## src/sv/allocation_reuse_monitor_defines.svh

```systemverilog
// assertion macros shared by the allocation reuse monitor rtl
`ifndef ALLOCATION_REUSE_MONITOR_DEFINES_SVH
`define ALLOCATION_REUSE_MONITOR_DEFINES_SVH

// condition that must hold at every clock edge out of reset
`define ARM_ASSERT_ALWAYS(label, clk, rst_n, cond, msg) \
    label: assert property (@(posedge clk) disable iff (!rst_n) (cond)) else $error(msg);

// consequence that must hold in the same cycle as its antecedent
`define ARM_ASSERT_IMPLY(label, clk, rst_n, ante, cons, msg) \
    label: assert property (@(posedge clk) disable iff (!rst_n) (ante) |-> (cons)) else $error(msg);

// consequence that must hold in the cycle after its antecedent
`define ARM_ASSERT_NEXT(label, clk, rst_n, ante, cons, msg) \
    label: assert property (@(posedge clk) disable iff (!rst_n) (ante) |=> (cons)) else $error(msg);

`endif

```

## src/sv/arm_pkg.sv

```systemverilog
// shared types, constants and helpers of the allocation reuse monitor
`default_nettype none
package arm_pkg;

    localparam int TB        = 12;
    localparam int SLOTS     = 1 << TB;
    localparam int MAX_TESTS = 256;
    localparam int MT_BITS   = $clog2(MAX_TESTS);
    localparam int EW        = 32;
    localparam int HIST      = 64;
    localparam int HB        = 6;
    localparam int NHIST     = 4;
    localparam int NTOT      = 14;
    localparam int NPT       = 6;
    localparam int GEN_LIMIT = 254;
    localparam int QDEPTH    = 2;
    localparam int CLR_BITS  = (TB > 8) ? TB : 8;
    localparam logic [63:0] HASH_MUL = 64'h9E3779B97F4A7C15;

    // totals index
    localparam int TOT_ALLOC    = 0;
    localparam int TOT_FREE     = 1;
    localparam int TOT_BYTES    = 2;
    localparam int TOT_REALLOC  = 3;
    localparam int TOT_LIVE     = 4;
    localparam int TOT_PEAK     = 5;
    localparam int TOT_MAXREUSE = 6;
    localparam int TOT_DISTINCT = 7;
    localparam int TOT_FBYTES   = 8;
    localparam int TOT_BEYOND   = 9;
    localparam int TOT_POISON   = 10;
    localparam int TOT_PRIOR0   = 11;
    localparam int TOT_ESCAPE   = 12;
    localparam int TOT_KEYS     = 13;

    // per-test counter index
    localparam int PT_ALLOC   = 0;
    localparam int PT_FREE    = 1;
    localparam int PT_BYTES   = 2;
    localparam int PT_REALLOC = 3;
    localparam int PT_PEAK    = 4;
    localparam int PT_ESCAPE  = 5;

    // histogram index
    localparam int H_GAP   = 0;
    localparam int H_BGAP  = 1;
    localparam int H_PRIOR = 2;
    localparam int H_SIZE  = 3;

    // read groups
    localparam logic [3:0] RG_HIST_LAST = 4'd3;
    localparam logic [3:0] RG_TOTALS    = 4'd4;
    localparam logic [3:0] RG_PT_FIRST  = 4'd5;
    localparam logic [3:0] RG_PT_LAST   = 4'd10;
    localparam logic [3:0] RG_REUSE     = 4'd11;

    // configuration register index
    localparam logic [1:0] CFG_MODE    = 2'd0;
    localparam logic [1:0] CFG_BASE    = 2'd1;
    localparam logic [1:0] CFG_GRAN    = 2'd2;
    localparam logic [1:0] CFG_ENTRIES = 2'd3;

    typedef enum logic [2:0] {
        OP_ALLOC, OP_FREE, OP_REALLOC, OP_ESCAPE, OP_BEGIN, OP_END, OP_READ, OP_NOP
    } t_op;

    typedef enum logic [2:0] {
        ST_OK, ST_ARENA, ST_FULL, ST_TESTS, ST_BADRD
    } t_status;

    typedef enum logic [2:0] {
        FS_IDLE, FS_M0, FS_M1, FS_M2, FS_HASH, FS_PUSH
    } t_fstate;

    typedef enum logic [3:0] {
        S_CLEAR, S_IDLE, S_DISP, S_PROBE, S_CHECK, S_ERD, S_CALC, S_HRD, S_UPD, S_OUT
    } t_bstate;

    typedef struct packed {
        logic        mode;
        logic [63:0] base;
        logic [3:0]  gran;
        logic [12:0] entries;
    } t_cfg;

    typedef struct packed {
        t_op           op;
        t_status       status;
        logic          hashed;
        logic          nulladdr;
        logic [TB-1:0] slot;
        logic [63:0]   address;
        logic [31:0]   size;
        logic [3:0]    group;
        logic [11:0]   index;
    } t_item;

    typedef struct packed {
        t_status     status;
        logic [63:0] value;
        logic [7:0]  test;
    } t_result;

    function automatic logic [HB-1:0] floor_log2(input logic [63:0] x);
        logic [HB-1:0] k;
        k = '0;
        for (int i = 0; i < 64; i++) begin
            if (x[i]) k = HB'(i);
        end
        return k;
    endfunction

endpackage
`default_nettype wire

```

## src/sv/arm_front.sv

```systemverilog
// front end: accepts event words, hashes or maps the address, classifies
`default_nettype none
module arm_front (
    input  wire logic          i_clk,
    input  wire logic          i_rst_n,
    input  wire arm_pkg::t_cfg i_cfg,
    input  wire logic          i_hold,
    input  wire logic          i_valid,
    output logic               o_ready,
    input  wire logic [2:0]    i_func,
    input  wire logic [63:0]   i_address,
    input  wire logic [31:0]   i_size,
    input  wire logic [3:0]    i_group,
    input  wire logic [11:0]   i_index,
    input  wire logic          i_full,
    output logic               o_push,
    output arm_pkg::t_item     o_item
);
    import arm_pkg::*;

    t_fstate r_state, n_state;
    logic [2:0]    r_func;
    logic [63:0]   r_addr;
    logic [31:0]   r_size;
    logic [3:0]    r_group;
    logic [11:0]   r_index;
    logic [63:0]   r_p0, r_p1, r_p2, r_diff, r_didx;
    logic          r_under, r_dbad;
    logic [TB-1:0] r_h;
    logic [31:0]   mul_a, mul_b;
    logic [63:0]   prod, hsum, lim;
    logic          accept, read_ok;
    t_op           op;

    assign accept = o_ready && i_valid;
    assign prod   = mul_a * mul_b;
    assign hsum   = r_p0 + {r_p1[31:0] + r_p2[31:0], 32'b0};
    assign lim    = (64'(i_cfg.entries) < 64'(SLOTS)) ? 64'(i_cfg.entries) : 64'(SLOTS);

    always_comb begin
        if (r_group <= RG_HIST_LAST)     read_ok = (32'(r_index) < 32'(HIST));
        else if (r_group == RG_TOTALS)   read_ok = (32'(r_index) < 32'(NTOT));
        else if (r_group <= RG_PT_LAST)  read_ok = (32'(r_index) < 32'(MAX_TESTS));
        else if (r_group == RG_REUSE)    read_ok = (32'(r_index) < 32'(SLOTS));
        else                             read_ok = 1'b0;
    end

    always_comb begin
        n_state = r_state;
        case (r_state)
            FS_IDLE: if (accept) begin
                n_state = (t_op'(i_func) == OP_ALLOC || t_op'(i_func) == OP_FREE)
                          ? FS_M0 : FS_PUSH;
            end
            FS_M0:   n_state = FS_M1;
            FS_M1:   n_state = FS_M2;
            FS_M2:   n_state = FS_HASH;
            FS_HASH: n_state = FS_PUSH;
            FS_PUSH: if (!i_full) n_state = FS_IDLE;
            default: n_state = FS_IDLE;
        endcase
    end

    always_comb begin
        o_ready = 1'b0;
        o_push  = 1'b0;
        mul_a   = r_addr[31:0];
        mul_b   = HASH_MUL[31:0];
        case (r_state)
            FS_IDLE: o_ready = !i_hold;
            FS_M1:   mul_a = r_addr[63:32];
            FS_M2:   mul_b = HASH_MUL[63:32];
            FS_PUSH: o_push = !i_full;
            default: ;
        endcase
    end

    always_comb begin
        op = t_op'(r_func);
        if (op == OP_FREE && r_addr == '0) op = OP_NOP;
        o_item.op       = op;
        o_item.status   = ST_OK;
        if ((op == OP_ALLOC || op == OP_FREE) && r_addr != '0 && i_cfg.mode && r_dbad)
            o_item.status = ST_ARENA;
        else if (op == OP_READ && !read_ok)
            o_item.status = ST_BADRD;
        o_item.hashed   = !i_cfg.mode;
        o_item.nulladdr = (r_addr == '0);
        o_item.slot     = i_cfg.mode ? r_didx[TB-1:0] : r_h;
        o_item.address  = r_addr;
        o_item.size     = r_size;
        o_item.group    = r_group;
        o_item.index    = r_index;
    end

    always_ff @(posedge i_clk) begin
        if (!i_rst_n) begin
            r_state <= FS_IDLE;
        end else begin
            r_state <= n_state;
            case (r_state)
                FS_IDLE: if (accept) begin
                    r_func  <= i_func;
                    r_addr  <= i_address;
                    r_size  <= i_size;
                    r_group <= i_group;
                    r_index <= i_index;
                end
                FS_M0: begin
                    r_p0    <= prod;
                    r_diff  <= r_addr - i_cfg.base;
                    r_under <= r_addr < i_cfg.base;
                end
                FS_M1: begin
                    r_p1   <= prod;
                    r_didx <= r_diff >> i_cfg.gran;
                end
                FS_M2: begin
                    r_p2   <= prod;
                    r_dbad <= r_under || (r_didx >= lim);
                end
                FS_HASH: r_h <= hsum[63 -: TB];
                default: ;
            endcase
        end
    end
endmodule
`default_nettype wire

```

## config.mk

```make
export PLATFORM = sky130hd
export DESIGN_NAME = arm_front
export DESIGN_NICKNAME = d
export VERILOG_FILES = /design/src/sv/allocation_reuse_monitor_defines.svh /design/src/sv/arm_pkg.sv /design/src/sv/arm_front.sv
export SDC_FILE = /design/constraint.sdc
export NUM_CORES = 2
export LEC_CHECK = 0
export BUFFER_PORTS_ARGS = -buffer_cell sky130_fd_sc_hd__buf_2
export CAP_MARGIN = 10
export CELL_PAD_IN_SITES_DETAIL_PLACEMENT = 2
export CELL_PAD_IN_SITES_GLOBAL_PLACEMENT = 2
export CORE_MARGIN = 2
export CORE_UTILIZATION = 41
export DETAILED_ROUTE_END_ITERATION = 8
export GPL_TIMING_DRIVEN = 0
export PLACE_DENSITY_LB_ADDON = 0.1
export SLEW_MARGIN = 25
export SYNTH_ARGS = -nofsm -noshare
export SYNTH_HDL_FRONTEND = slang
export SYNTH_SLANG_ARGS = --single-unit
```

## constraint.sdc

```tcl
create_clock -name i_clk -period 16.5 [get_ports i_clk]
set_input_delay 3.3 -clock i_clk [delete_from_list [all_inputs] [get_ports i_clk]]
set_output_delay 3.3 -clock i_clk [all_outputs]
set_load 0.05 [all_outputs]
```

==> results_dict.tcl <==
set metrics [dict create \
    slowest_stage "mux2i_2" \
    post-route-drc-count 0 \
    synth_xor_area_share_pct 4.226 \
    synth-seq-area-share_pct 23.07 \
    rows 123 \
    grt_overflow 0 \
    crit_type "reg2reg" \
    clock_skew_ns 0.03298 \
    dieArea_sq_um 115400 \
    die_h_microns 339.7 \
    drv_slew 0 \
    grtUsageTotal_pct 33.31 \
    finalHoldViolCount 0 \
    stdcell_count 6512 \
    grt_antenna_before_repair 23 \
    drtIter0Drc 2625 \
    crit_path_start_kind "flip-flop" \
    period_needed_ns 12.15 \
    clk_latency_ns 0.65 \
    ctsResizeCount 0 \
    cts_sinks 356 \
    cts_made_buffers 45 \
    ios 336 \
    synth_compound_area_share_pct 9.479 \
    synth_mux_area_share_pct 5.545 \
    yosysUniqueCellTypes 68 \
    synth_area_per_cell_sq_um 10.22 \
    setup_viol 0 \
    crit_arrival_ns 12.45 \
    ys.flop_type "edfxtp_1" \
    status "finished, final reports clean" \
    port_buffers 331 \
    wl_per_cell_microns 29.31 \
    first_pass_iters 6 \
    max_slew_margin_pct 21.55 \
    grt_max_degree 41 \
    grt_pass1_wl_microns 280400 \
    synth_async_sr_flop_share_pct 0 \
    die-width_microns 339.7 \
    cts_root_buf "clkbuf_16" \
    wirelength_microns 190900 \
    worstHoldPathType "reg2reg" \
    rsz0062_at_grt "false" \
    drv_cap 0 \
    clk_pin_slew_ns 0.06 \
    nets 6319 \
    slowest_delay_ns 0.78 \
    crit_path_end_kind "flip-flop" \
    clockBufferDepth 3 \
    period_share_pct 73.66 \
    synthSimpleGateAreaFrac_pct 7.922 \
    core_area_sq_um 112200 \
    cp_max_fo 10 \
    vias 36343 \
    tightest_slew_ns 1.144 \
    synth-adder-area-share_pct 40.44 \
    synthesis.area_sq_um 46210 \
    dpl.cell_count 6423 \
    dp_hpwl_microns 166200 \
    ys_warn_count 0 \
    gp_congestion 0.9196 \
    ant_nets 0 \
    synthCells 4520 \
    required_ns 16.79 \
    synth-seq-cells 356 \
    cts_hold_buf 0 \
    cts_tree "built" \
    initial_utilization_pct 41.19 \
    grt_pass1_vias 40967 \
    routed_via_density 5.581 \
    post_cts_buffers 0 \
    fmax_mhz 82.28 \
    synth_top_family_by_area "adder cells" \
    h-tree-depth 2 \
    synth_edf_count 353 \
    drive_gt1_share_pct 11.59 \
    area_delta_synth_final_pct 11.89 \
]
per-stage QoR:
step	cell area, sq um	TNS, ns	util (%)	worst slack [ns]	hold slack (ns)
5_1_grt	51700	0	46.08	3.877	0.7547
6_report	51710	0	46.09	4.346	0.6906
4_1_cts	51680	0	46.07	4.461	0.6895
3_5_place_dp	50270	0	44.81	4.525	0.6783
3_3_place_gp	49870	-381.69	44.45	-3.336	0.6508
2_1_floorplan	46340	0	-	1.352	0.6279
path summary, 6_finish.rpt:
check / from / endpoint / slack [ns] / depth (start not counted)
hold / removal: r_state[1] / r_state[1] / 0.69 / 3
setup reg to reg: r_state[1] / r_p0[56] / 4.35 / 33
setup / recovery: r_state[1] / r_p0[56] / 4.35 / 33
hold reg to reg: r_state[1] / r_state[1] / 0.69 / 3
placed cells by master, fill, tap and decap left out, types with 12 or more instances in the layout:
cell type,Yosys,layout
a211oi_1,33,33
a21o_1,115,115
a21oi_1,250,249
a31oi_1,20,20
and2_1,32,30
and3_1,21,21
buf_1,12,12
buf_2,5,349
buf_4,1,19
clkbuf_1,140,149
clkbuf_16,0,45
conb_1,2,35
edfxtp_1,353,353
fa_1,578,578
ha_1,569,569
inv_1,971,971
mux2_2,36,36
mux2i_1,67,59
mux4_2,66,66
nand2_1,279,279
nand2b_1,32,32
nand3_1,35,35
nand4_1,52,52
nor2_1,187,187
nor2b_1,34,34
nor3_1,36,36
nor4_1,36,33
o21a_1,17,17
o21ai_0,151,151
o21bai_1,30,30
xnor2_1,168,168
xor2_1,55,55
worst max-delay path, delay by kind of cell (launching register included):
kind                     cells  cell delay [ns]
buffers and inverters       11             2.49
adder cells (fa/ha/maj)      9             4.26
AND/OR/NAND/NOR              8             2.34
AO/OA/AOI/OAI                4             1.63
flip-flops                   1             0.30
multiplexers                 1             0.78
flip-flops by register name (all words and copies together), names as in the netlist:
register,flops
r_size,32
r_index,12
r_didx,64
r_func,3
r_p1,32
r_p2,32
r_diff,64
r_dbad,1
r_p0,32
r_group,4
r_addr,64
r_state,3
r_h,12
r_under,1
cells by family after synthesis:
logic type,after synthesis
fa+ha+maj,1147
buf+inv,1138
simple gates,779
compound gates,706
flops,356
xor+xnor,223
mux,169
other cells,2
per-layer routing:
metal | vias to the layer above | part of all wire (%) | global-route usage (%) | wire length (microns)
li1 | 15837 | - | - | -
met1 | 19175 | 43 | 44.60 | 82330
met2 | 1069 | 48 | 55.86 | 90720
met3 | 250 | 6.0 | 5.052 | 11520
met4 | 12 | 3.3 | 9.799 | 6217
met5 | - | 0.044 | 0 | 84
synth_stat cells, types with 6 or more instances:
library cell  count  area (sq um)
a211o_1          10         87.58
a211oi_1         33         247.7
a21boi_0          9         67.56
a21o_1          115         863.3
a21oi_1         250          1251
a311oi_1          7         61.31
a31oi_1          20         125.1
and2_1           32         200.2
and3_1           21         131.4
and4_1            8         70.07
buf_1            12         45.04
clkbuf_1        140         525.5
edfxtp_1        353         10600
fa_1            578         11570
ha_1            569          7119
inv_1           971          3645
mux2_2           36         405.4
mux2i_1          67         670.6
mux4_2           66          1486
nand2_1         279          1047
nand2b_1         32         200.2
nand3_1          35         175.2
nand4_1          52         325.3
nor2_1          187         701.9
nor2b_1          34         212.7
nor3_1           36         180.2
nor3b_1           6         45.04
nor4_1           36         225.2
o211ai_1          6         45.04
o21a_1           17         127.6
o21ai_0         151         755.7
o21bai_1         30         225.2
o22ai_1           8         50.05
o31ai_1           6         45.04
or3_1             8         50.05
xnor2_1         168          1471
xor2_1           55         481.7
area by class of cell:
type                    count  area, sq um
diodes                      9        22.52
plain buffers             161        630.6
clock buffers              54         1160
clock inverters            26        250.2
fillers                 11860        60480
inverters                 977         3667
multi-input cells        3059        31470
flip-flops and latches    356        10660
well taps                1500         1877
repair buffers            370         1972
Power is left out: the tool's default activity adds up to more than one toggle a clock period on the data nets, which glitch-free logic cannot reach.
