===== src/sv/allocation_reuse_monitor_defines.svh =====
// assertion macros shared by the allocation reuse monitor rtl
`ifndef ALLOCATION_REUSE_MONITOR_DEFINES_SVH
`define ALLOCATION_REUSE_MONITOR_DEFINES_SVH

// condition that must hold at every clock edge out of reset
`define ARM_ASSERT_ALWAYS(label, clk, rst_n, cond, msg) \
    label: assert property (@(posedge clk) disable iff (!rst_n) (cond)) else $error(msg);

// consequence that must hold in the same cycle as its antecedent
`define ARM_ASSERT_IMPLY(label, clk, rst_n, ante, cons, msg) \
    label: assert property (@(posedge clk) disable iff (!rst_n) (ante) |-> (cons)) else $error(msg);

// consequence that must hold in the cycle after its antecedent
`define ARM_ASSERT_NEXT(label, clk, rst_n, ante, cons, msg) \
    label: assert property (@(posedge clk) disable iff (!rst_n) (ante) |=> (cons)) else $error(msg);

`endif


===== src/sv/arm_pkg.sv =====
// shared types, constants and helpers of the allocation reuse monitor
`default_nettype none
package arm_pkg;

    localparam int TB        = 12;
    localparam int SLOTS     = 1 << TB;
    localparam int MAX_TESTS = 256;
    localparam int MT_BITS   = $clog2(MAX_TESTS);
    localparam int EW        = 32;
    localparam int HIST      = 64;
    localparam int HB        = 6;
    localparam int NHIST     = 4;
    localparam int NTOT      = 14;
    localparam int NPT       = 6;
    localparam int GEN_LIMIT = 254;
    localparam int QDEPTH    = 2;
    localparam int CLR_BITS  = (TB > 8) ? TB : 8;
    localparam logic [63:0] HASH_MUL = 64'h9E3779B97F4A7C15;

    // totals index
    localparam int TOT_ALLOC    = 0;
    localparam int TOT_FREE     = 1;
    localparam int TOT_BYTES    = 2;
    localparam int TOT_REALLOC  = 3;
    localparam int TOT_LIVE     = 4;
    localparam int TOT_PEAK     = 5;
    localparam int TOT_MAXREUSE = 6;
    localparam int TOT_DISTINCT = 7;
    localparam int TOT_FBYTES   = 8;
    localparam int TOT_BEYOND   = 9;
    localparam int TOT_POISON   = 10;
    localparam int TOT_PRIOR0   = 11;
    localparam int TOT_ESCAPE   = 12;
    localparam int TOT_KEYS     = 13;

    // per-test counter index
    localparam int PT_ALLOC   = 0;
    localparam int PT_FREE    = 1;
    localparam int PT_BYTES   = 2;
    localparam int PT_REALLOC = 3;
    localparam int PT_PEAK    = 4;
    localparam int PT_ESCAPE  = 5;

    // histogram index
    localparam int H_GAP   = 0;
    localparam int H_BGAP  = 1;
    localparam int H_PRIOR = 2;
    localparam int H_SIZE  = 3;

    // read groups
    localparam logic [3:0] RG_HIST_LAST = 4'd3;
    localparam logic [3:0] RG_TOTALS    = 4'd4;
    localparam logic [3:0] RG_PT_FIRST  = 4'd5;
    localparam logic [3:0] RG_PT_LAST   = 4'd10;
    localparam logic [3:0] RG_REUSE     = 4'd11;

    // configuration register index
    localparam logic [1:0] CFG_MODE    = 2'd0;
    localparam logic [1:0] CFG_BASE    = 2'd1;
    localparam logic [1:0] CFG_GRAN    = 2'd2;
    localparam logic [1:0] CFG_ENTRIES = 2'd3;

    typedef enum logic [2:0] {
        OP_ALLOC, OP_FREE, OP_REALLOC, OP_ESCAPE, OP_BEGIN, OP_END, OP_READ, OP_NOP
    } t_op;

    typedef enum logic [2:0] {
        ST_OK, ST_ARENA, ST_FULL, ST_TESTS, ST_BADRD
    } t_status;

    typedef enum logic [2:0] {
        FS_IDLE, FS_M0, FS_M1, FS_M2, FS_HASH, FS_PUSH
    } t_fstate;

    typedef enum logic [3:0] {
        S_CLEAR, S_IDLE, S_DISP, S_PROBE, S_CHECK, S_ERD, S_CALC, S_HRD, S_UPD, S_OUT
    } t_bstate;

    typedef struct packed {
        logic        mode;
        logic [63:0] base;
        logic [3:0]  gran;
        logic [12:0] entries;
    } t_cfg;

    typedef struct packed {
        t_op           op;
        t_status       status;
        logic          hashed;
        logic          nulladdr;
        logic [TB-1:0] slot;
        logic [63:0]   address;
        logic [31:0]   size;
        logic [3:0]    group;
        logic [11:0]   index;
    } t_item;

    typedef struct packed {
        t_status     status;
        logic [63:0] value;
        logic [7:0]  test;
    } t_result;

    function automatic logic [HB-1:0] floor_log2(input logic [63:0] x);
        logic [HB-1:0] k;
        k = '0;
        for (int i = 0; i < 64; i++) begin
            if (x[i]) k = HB'(i);
        end
        return k;
    endfunction

endpackage
`default_nettype wire


===== src/sv/arm_queue.sv =====
// short queue of classified events between front and back
`default_nettype none
module arm_queue (
    input  wire logic           i_clk,
    input  wire logic           i_rst_n,
    input  wire logic           i_push,
    input  wire arm_pkg::t_item i_item,
    output logic                o_full,
    input  wire logic           i_pop,
    output logic                o_empty,
    output arm_pkg::t_item      o_item
);
    import arm_pkg::*;

    localparam int PW = $clog2(QDEPTH);

    t_item         r_mem [QDEPTH];
    logic [PW-1:0] r_wp, r_rp;
    logic [PW:0]   r_cnt;

    assign o_full  = (r_cnt == (PW+1)'(QDEPTH));
    assign o_empty = (r_cnt == '0);
    assign o_item  = r_mem[r_rp];

    always_ff @(posedge i_clk) begin
        if (!i_rst_n) begin
            r_wp  <= '0;
            r_rp  <= '0;
            r_cnt <= '0;
        end else begin
            if (i_push) begin
                r_mem[r_wp] <= i_item;
                r_wp        <= (r_wp == PW'(QDEPTH - 1)) ? '0 : r_wp + 1'b1;
            end
            if (i_pop) r_rp <= (r_rp == PW'(QDEPTH - 1)) ? '0 : r_rp + 1'b1;
            case ({i_push, i_pop})
                2'b10:   r_cnt <= r_cnt + 1'b1;
                2'b01:   r_cnt <= r_cnt - 1'b1;
                default: ;
            endcase
        end
    end
endmodule
`default_nettype wire


===== config.mk =====
export PLATFORM = sky130hd
export DESIGN_NAME = arm_queue
export DESIGN_NICKNAME = d
export VERILOG_FILES = /design/src/sv/allocation_reuse_monitor_defines.svh /design/src/sv/arm_pkg.sv /design/src/sv/arm_queue.sv
export SDC_FILE = /design/constraint.sdc
export NUM_CORES = 1
export LEC_CHECK = 0
export BUFFER_PORTS_ARGS = -buffer_cell sky130_fd_sc_hd__buf_2
export CORE_MARGIN = 5
export CORE_UTILIZATION = 45
export CTS_CLUSTER_SIZE = 16
export DETAILED_ROUTE_END_ITERATION = 12
export PLACE_DENSITY = 0.67
export RECOVER_POWER = 25
export SKIP_LAST_GASP = 1
export SLEW_MARGIN = 40
export SYNTH_ARGS = -nofsm -noshare
export SYNTH_HDL_FRONTEND = slang
export SYNTH_SLANG_ARGS = --single-unit

===== constraint.sdc =====
create_clock -name i_clk -period 10.4 [get_ports i_clk]
set_clock_uncertainty 0.05 [all_clocks]
set_input_delay 3.12 -clock i_clk [delete_from_list [all_inputs] [get_ports i_clk]]
set_output_delay 3.12 -clock i_clk [all_outputs]
set_load 0.01 [all_outputs]

==> results of run 1 <==
-- layout make-up --
type	instances	area, µm²	share of cell area
multi-input cells	149	1650	0.135
well taps	280	350	0.0287
clock inverters	12	60.1	0.00491
inverters	1	3.75	0.000307
repair buffers	275	1380	0.113
clock buffers	35	748	0.0612
flip-flops and latches	269	8030	0.657
-- stage by stage --
step,std cells,util,instance area (µm²)
4_1_cts,1020,0.567,12300
3_3_place_gp,972,0.528,11400
2_1_floorplan,434,-,9800
6_report,1021,0.566,12200
5_1_grt,1021,0.566,12200
3_5_place_dp,973,0.529,11400
-- logic make-up after synthesis --
| kind of cell | share of synthesized area |
|---|---|
| xor+xnor | 0.00357 |
| simple gates | 0.00587 |
| mux | 0.155 |
| buf+inv | 0.0138 |
| compound gates | 0.00128 |
| fa+ha+maj | 0.00128 |
| flops | 0.819 |
-- placed cells by master, fill, tap and decap left out, drive strengths merged, types with 2 or more instances in the layout --
master	count
and2	4
buf	236
clkbuf	74
clkinv	9
clkinvlp	2
dfxtp	5
edfxtp	264
inv	2
mux2	132
nor2	2
xnor2	2
xor2	2
-- registers in the layout (all words and copies together) (netlist names), named ones only --
| name | count |
|---|---|
| r_rp | 1 |
| r_mem | 264 |
| r_cnt | 2 |
| r_wp | 1 |
-- worst max-delay path by stage --
| stage | endpoint | slack (ps) | depth (start not counted) |
|---|---|---|---|
| 3_5_place_dp | o_item[45] | 5030 | 3 |
| 3_3_place_gp | o_item[45] | 4820 | 3 |
| 4_1_cts | o_item[45] | 4460 | 3 |
| 5_1_grt | o_item[45] | 4500 | 4 |
| 2_1_floorplan | r_mem[0][0]$_DFFE_PP_ | 1010 | 2 |
| 6_report | o_item[45] | 4640 | 4 |
-- per-layer routing --
| layer | vias to the layer above | GRT usage | routed length (µm) |
|---|---|---|---|
| met4 | 6 | 0.0373 | 351 |
| met1 | 2441 | 0.193 | 7720 |
| met5 | - | 0 | 34 |
| li1 | 2298 | - | - |
| met3 | 40 | 0.0457 | 1800 |
| met2 | 206 | 0.249 | 9450 |
-- power groups by stage --
stage	sequential, mW	combinational [mW]	clock, mW
global route	1.26	0.237	0.947
global placement	1.28	0.209	0
CTS	1.26	0.217	0.899
finish	1.25	0.218	0.873
detailed placement	1.28	0.216	0
floorplan	1.28	0.130	0
-- worst reg2reg max path: cells and delay by family (launching register included) --
family / cells / cell delay [ps]
buffers and inverters: 1 / 580
AND/OR/NAND/NOR: 1 / 470
flip-flops: 1 / 420
==> flow_summary.json, run 1 <==
{
  "status": "complete, no violations",
  "drc": 0,
  "syn_nets": 571,
  "async_flop_share": 0,
  "grt_pass1_wl_um": 28900,
  "post_cts_buffers": 0,
  "yosys_warnings": 0,
  "cts_tree": "yes",
  "pwr-share-comb": 0.093,
  "die_h_um": 158,
  "cpPeakStageDelay_ps": 600,
  "grt_max_degree": 74,
  "synth_area_per_cell_um2": 22.6,
  "syn_to_final_growth_pct": 24.7,
  "fin_ws_ps": 4640,
  "antenna_found_initial": 3,
  "routabilityCongestion": 0.782,
  "worst_slew_pin_slew_ps": 821,
  "crit_arrival_ps": 2590,
  "die_width_um": 158,
  "seqPwrFrac": 0.535,
  "yosysTopAreaCell": "edfxtp_1",
  "clkPwrFrac": 0.372,
  "holdBufCountCts": 0,
  "crit_required_ps": 7230,
  "critical_path.top_delay_family": "buffers and inverters",
  "synthMostInstantiatedCell": "edfxtp_1",
  "io_buffers": 269,
  "synth_area_leaders": "edfxtp_1 81%, mux2_2 14%, mux2_4 1.5%",
  "via_count": 4991,
  "relSlewSlack": 0.453,
  "antenna_left": 0,
  "cts_sinks": 269,
  "first_pass_iters": 4,
  "hold-path-endpoint": "r_cnt[1]$_SDFFE_PN0P_",
  "cts-resized-gates": 0,
  "worst_r2r_startpoint": "r_wp$_SDFFE_PN0P_",
  "clk_latency_ps": 510,
  "core.rowCount": 54,
  "nets": 861,
  "reg2reg_depth": 2,
  "crit_path_cell_trace": "buf_12 > buf_6 > mux2_2 > buf_2",
  "hold_depth": 2,
  "start_util": 0.453,
  "drt_wl_total_um": 19400,
  "finalSetupViolCount": 0,
  "ys_ff_latch": 269,
  "swShare": 0.212,
  "fillers": 1655,
  "leakage_nw": 4.44,
  "hold_path.class": "reg -> reg",
  "timing.hold.ws_ps": 470,
  "cts_buffers": 28,
  "worstPathMaxFanout": 73,
  "core_um2": 21600,
  "grt_overflow": 0,
  "period_minus_slack_ps": 5760,
  "start_kind": "register",
  "synth_edf_count": 264,
  "totalPowerFinal_mw": 2.34,
  "internal_power_mw": 1.85,
  "antenna_cells": 0,
  "dieArea_um2": 24800,
  "gr-usage-all-layers": 0.149,
  "first_global_vias": 5393,
  "dp_slack_ps": 5030,
  "synth_commonest_cells": "264 x edfxtp_1, 122 x mux2_2, 10 x mux2_4",
  "r2r_slack_ps": 8470,
  "critPathCaptureType": "output port",
  "worstHoldStart": "r_cnt[1]$_SDFFE_PN0P_",
  "drt_iter0_drc": 199,
  "slowest_stage": "buf_6",
  "fin_crit_sh": 0.554,
  "synth_cell_type_count": 18,
  "vias_per_cell": 4.89,
  "finalSetupTns_ps": 0,
  "io_pins": 270,
  "drive_gt1_frac": 0.548,
  "final-max-slew-violation-count": 0,
  "wl_per_cell_um": 19.0,
  "maxCapViolCount": 0,
  "cts_root_buffer": "clkbuf_16",
  "crit_type": "reg -> out",
  "synth-seq-area-share": 0.819,
  "timing.critical_path.buf_inv": 3,
  "path_clk_slew_ps": 60,
  "power_switching_uw": 496,
  "htree_levels": 1,
  "reg2reg_to": "r_mem[1][100]$_DFFE_PP_",
  "syn_area_um2": 9800,
  "synth_top_flop_cell": "edfxtp_1",
  "synthCells": 434,
  "synth_top_area_share": 0.809,
  "hpwl_um": 13200,
  "hold_violations": 0,
  "clock_path_buffers": 3,
  "clock.fmax_mhz": 174,
  "ir_drop_mv": 0.120,
  "rsz0062_at_grt": "no",
  "power_density_nw_per_um2": 192
}
Power figures use the tool's default switching activity.
==> run 2: changes to the inputs <==
clock period = 6.05 ns   (was 10.4 ns; I/O delays follow)
==> run 2 against run 1 <==
Effect of this change:
- final cell count is essentially flat
- register-to-register slack worse by 4500 ps
- die area is the same
- design area is 0.14% lower
- hold slack worse by 8.6 ps
- critical path type unchanged
- critical endpoint is now o_item[62]
==> flow_summary.json, run 2 (synthesized netlist as in run 1, its figures left out) <==
{
  "status": "complete, no violations",
  "via_count": 4919,
  "crit_type": "reg -> out",
  "core_um2": 21600,
  "vias_per_cell": 4.82,
  "critPathCaptureType": "output port",
  "holdBufCountCts": 0,
  "swShare": 0.209,
  "htree_levels": 1,
  "drive_gt1_frac": 0.557,
  "first_pass_iters": 4,
  "clock.fmax_mhz": 254,
  "cpPeakStageDelay_ps": 580,
  "timing.hold.ws_ps": 461,
  "first_global_vias": 5409,
  "reg_top3": "r_mem x264, r_cnt x2",
  "final_common_cell": "edfxtp_1",
  "post_cts_buffers": 0,
  "drc": 0,
  "r2r_slack_ps": 3940,
  "pwr-share-comb": 0.093,
  "rsz0062_at_grt": "no",
  "routabilityCongestion": 0.816,
  "maxCapViolCount": 0,
  "worst_slew_pin_slew_ps": 788,
  "crit_path_cell_trace": "buf_12 > mux2_2 > buf_2",
  "hold_path.class": "reg -> reg",
  "crit_arrival_ps": 2070,
  "die_h_um": 158,
  "fin_crit_sh": 0.650,
  "start_util": 0.453,
  "seqPwrFrac": 0.538,
  "grt_overflow": 0,
  "clkPwrFrac": 0.370,
  "antenna_left": 0,
  "ir_drop_mv": 0.209,
  "worstPathMaxFanout": 68,
  "internal_power_mw": 3.17,
  "io_pins": 270,
  "grt_max_degree": 78,
  "core.rowCount": 54,
  "antenna_cells": 0,
  "largest_reg_flops": 264,
  "final_cell_mix": "264 x edfxtp_1, 234 x buf_2, 122 x mux2_2",
  "clk_latency_ps": 500,
  "relSlewSlack": 0.474,
  "power_density_nw_per_um2": 328,
  "nets": 859,
  "cts_tree": "yes",
  "period_minus_slack_ps": 3930,
  "final-max-slew-violation-count": 0,
  "power_switching_uw": 839,
  "syn_to_final_growth_pct": 24.5,
  "drt_iter0_drc": 202,
  "wl_per_cell_um": 18.4,
  "finalSetupViolCount": 0,
  "antenna_found_initial": 0,
  "grt_pass1_wl_um": 28500,
  "leakage_nw": 4.45,
  "path_clk_slew_ps": 60,
  "start_kind": "register",
  "cts_root_buffer": "clkbuf_16",
  "regMostFlops": "r_mem",
  "cts_sinks": 269,
  "dieArea_um2": 24800,
  "cts-resized-gates": 0,
  "clock_path_buffers": 3,
  "finalSetupTns_ps": 0,
  "slowest_stage": "dfxtp_4",
  "drt_wl_total_um": 18800,
  "cts_buffers": 27,
  "gr-usage-all-layers": 0.145,
  "hold_violations": 0,
  "io_buffers": 269,
  "crit_required_ps": 4180,
  "die_width_um": 158
}
-- run 2: power groups by stage --
stage	Combinational, mW	Clock [mW]	Sequential [mW]
floorplan	0.224	0	2.19
global placement	0.358	0	2.20
detailed placement	0.381	0	2.19
CTS	0.383	1.53	2.16
global route	0.405	1.62	2.16
finish	0.372	1.48	2.15
-- run 2: critical path: cells and delay by family, from the launching register on --
| family | cells | cell delay [ps] |
|---|---|---|
| buffers and inverters | 2 | 500 |
| DFF | 1 | 580 |
| muxes | 1 | 400 |
-- run 2: routing by layer --
layer	up-vias	global-route usage	part of all wire
met4	0	0.0397	0.023
li1	2298	-	-
met1	2379	0.184	0.40
met3	39	0.0451	0.097
met2	203	0.242	0.48
met5	-	0	0
-- run 2: final timing paths --
path                         start                      to  cells past startpoint
max                       register              o_item[62]                      3
min          r_cnt[1]$_SDFFE_PN0P_   r_cnt[1]$_SDFFE_PN0P_                      2
max reg2reg      r_wp$_SDFFE_PN0P_  r_mem[1][95]$_DFFE_PP_                      2
min reg2reg  r_cnt[1]$_SDFFE_PN0P_   r_cnt[1]$_SDFFE_PN0P_                      2
-- run 2: cell type report --
| cell class | instances | area, µm² |
|---|---|---|
| Clock buffer | 35 | 706 |
| Clock inverter | 12 | 82.6 |
| Fill cell | 1674 | 9410 |
| Inverter | 1 | 3.75 |
| Multi-Input combinational cell | 149 | 1650 |
| Sequential cell | 269 | 8030 |
| Tap cell | 280 | 350 |
| Timing Repair Buffer | 274 | 1380 |
-- run 2: through the flow --
step | total power [mW] | util | cell area, µm² | std cells | setup WS (ps)
after CTS | 4.07 | 0.567 | 12300 | 1020 | 2090
after floorplan | 2.41 | - | 9810 | 434 | 268
after detailed placement | 2.58 | 0.530 | 11500 | 973 | 2410
after global routing | 4.18 | 0.565 | 12200 | 1020 | 2030
final | 4.01 | 0.565 | 12200 | 1020 | 2120
after global placement | 2.56 | 0.529 | 11400 | 972 | 2260
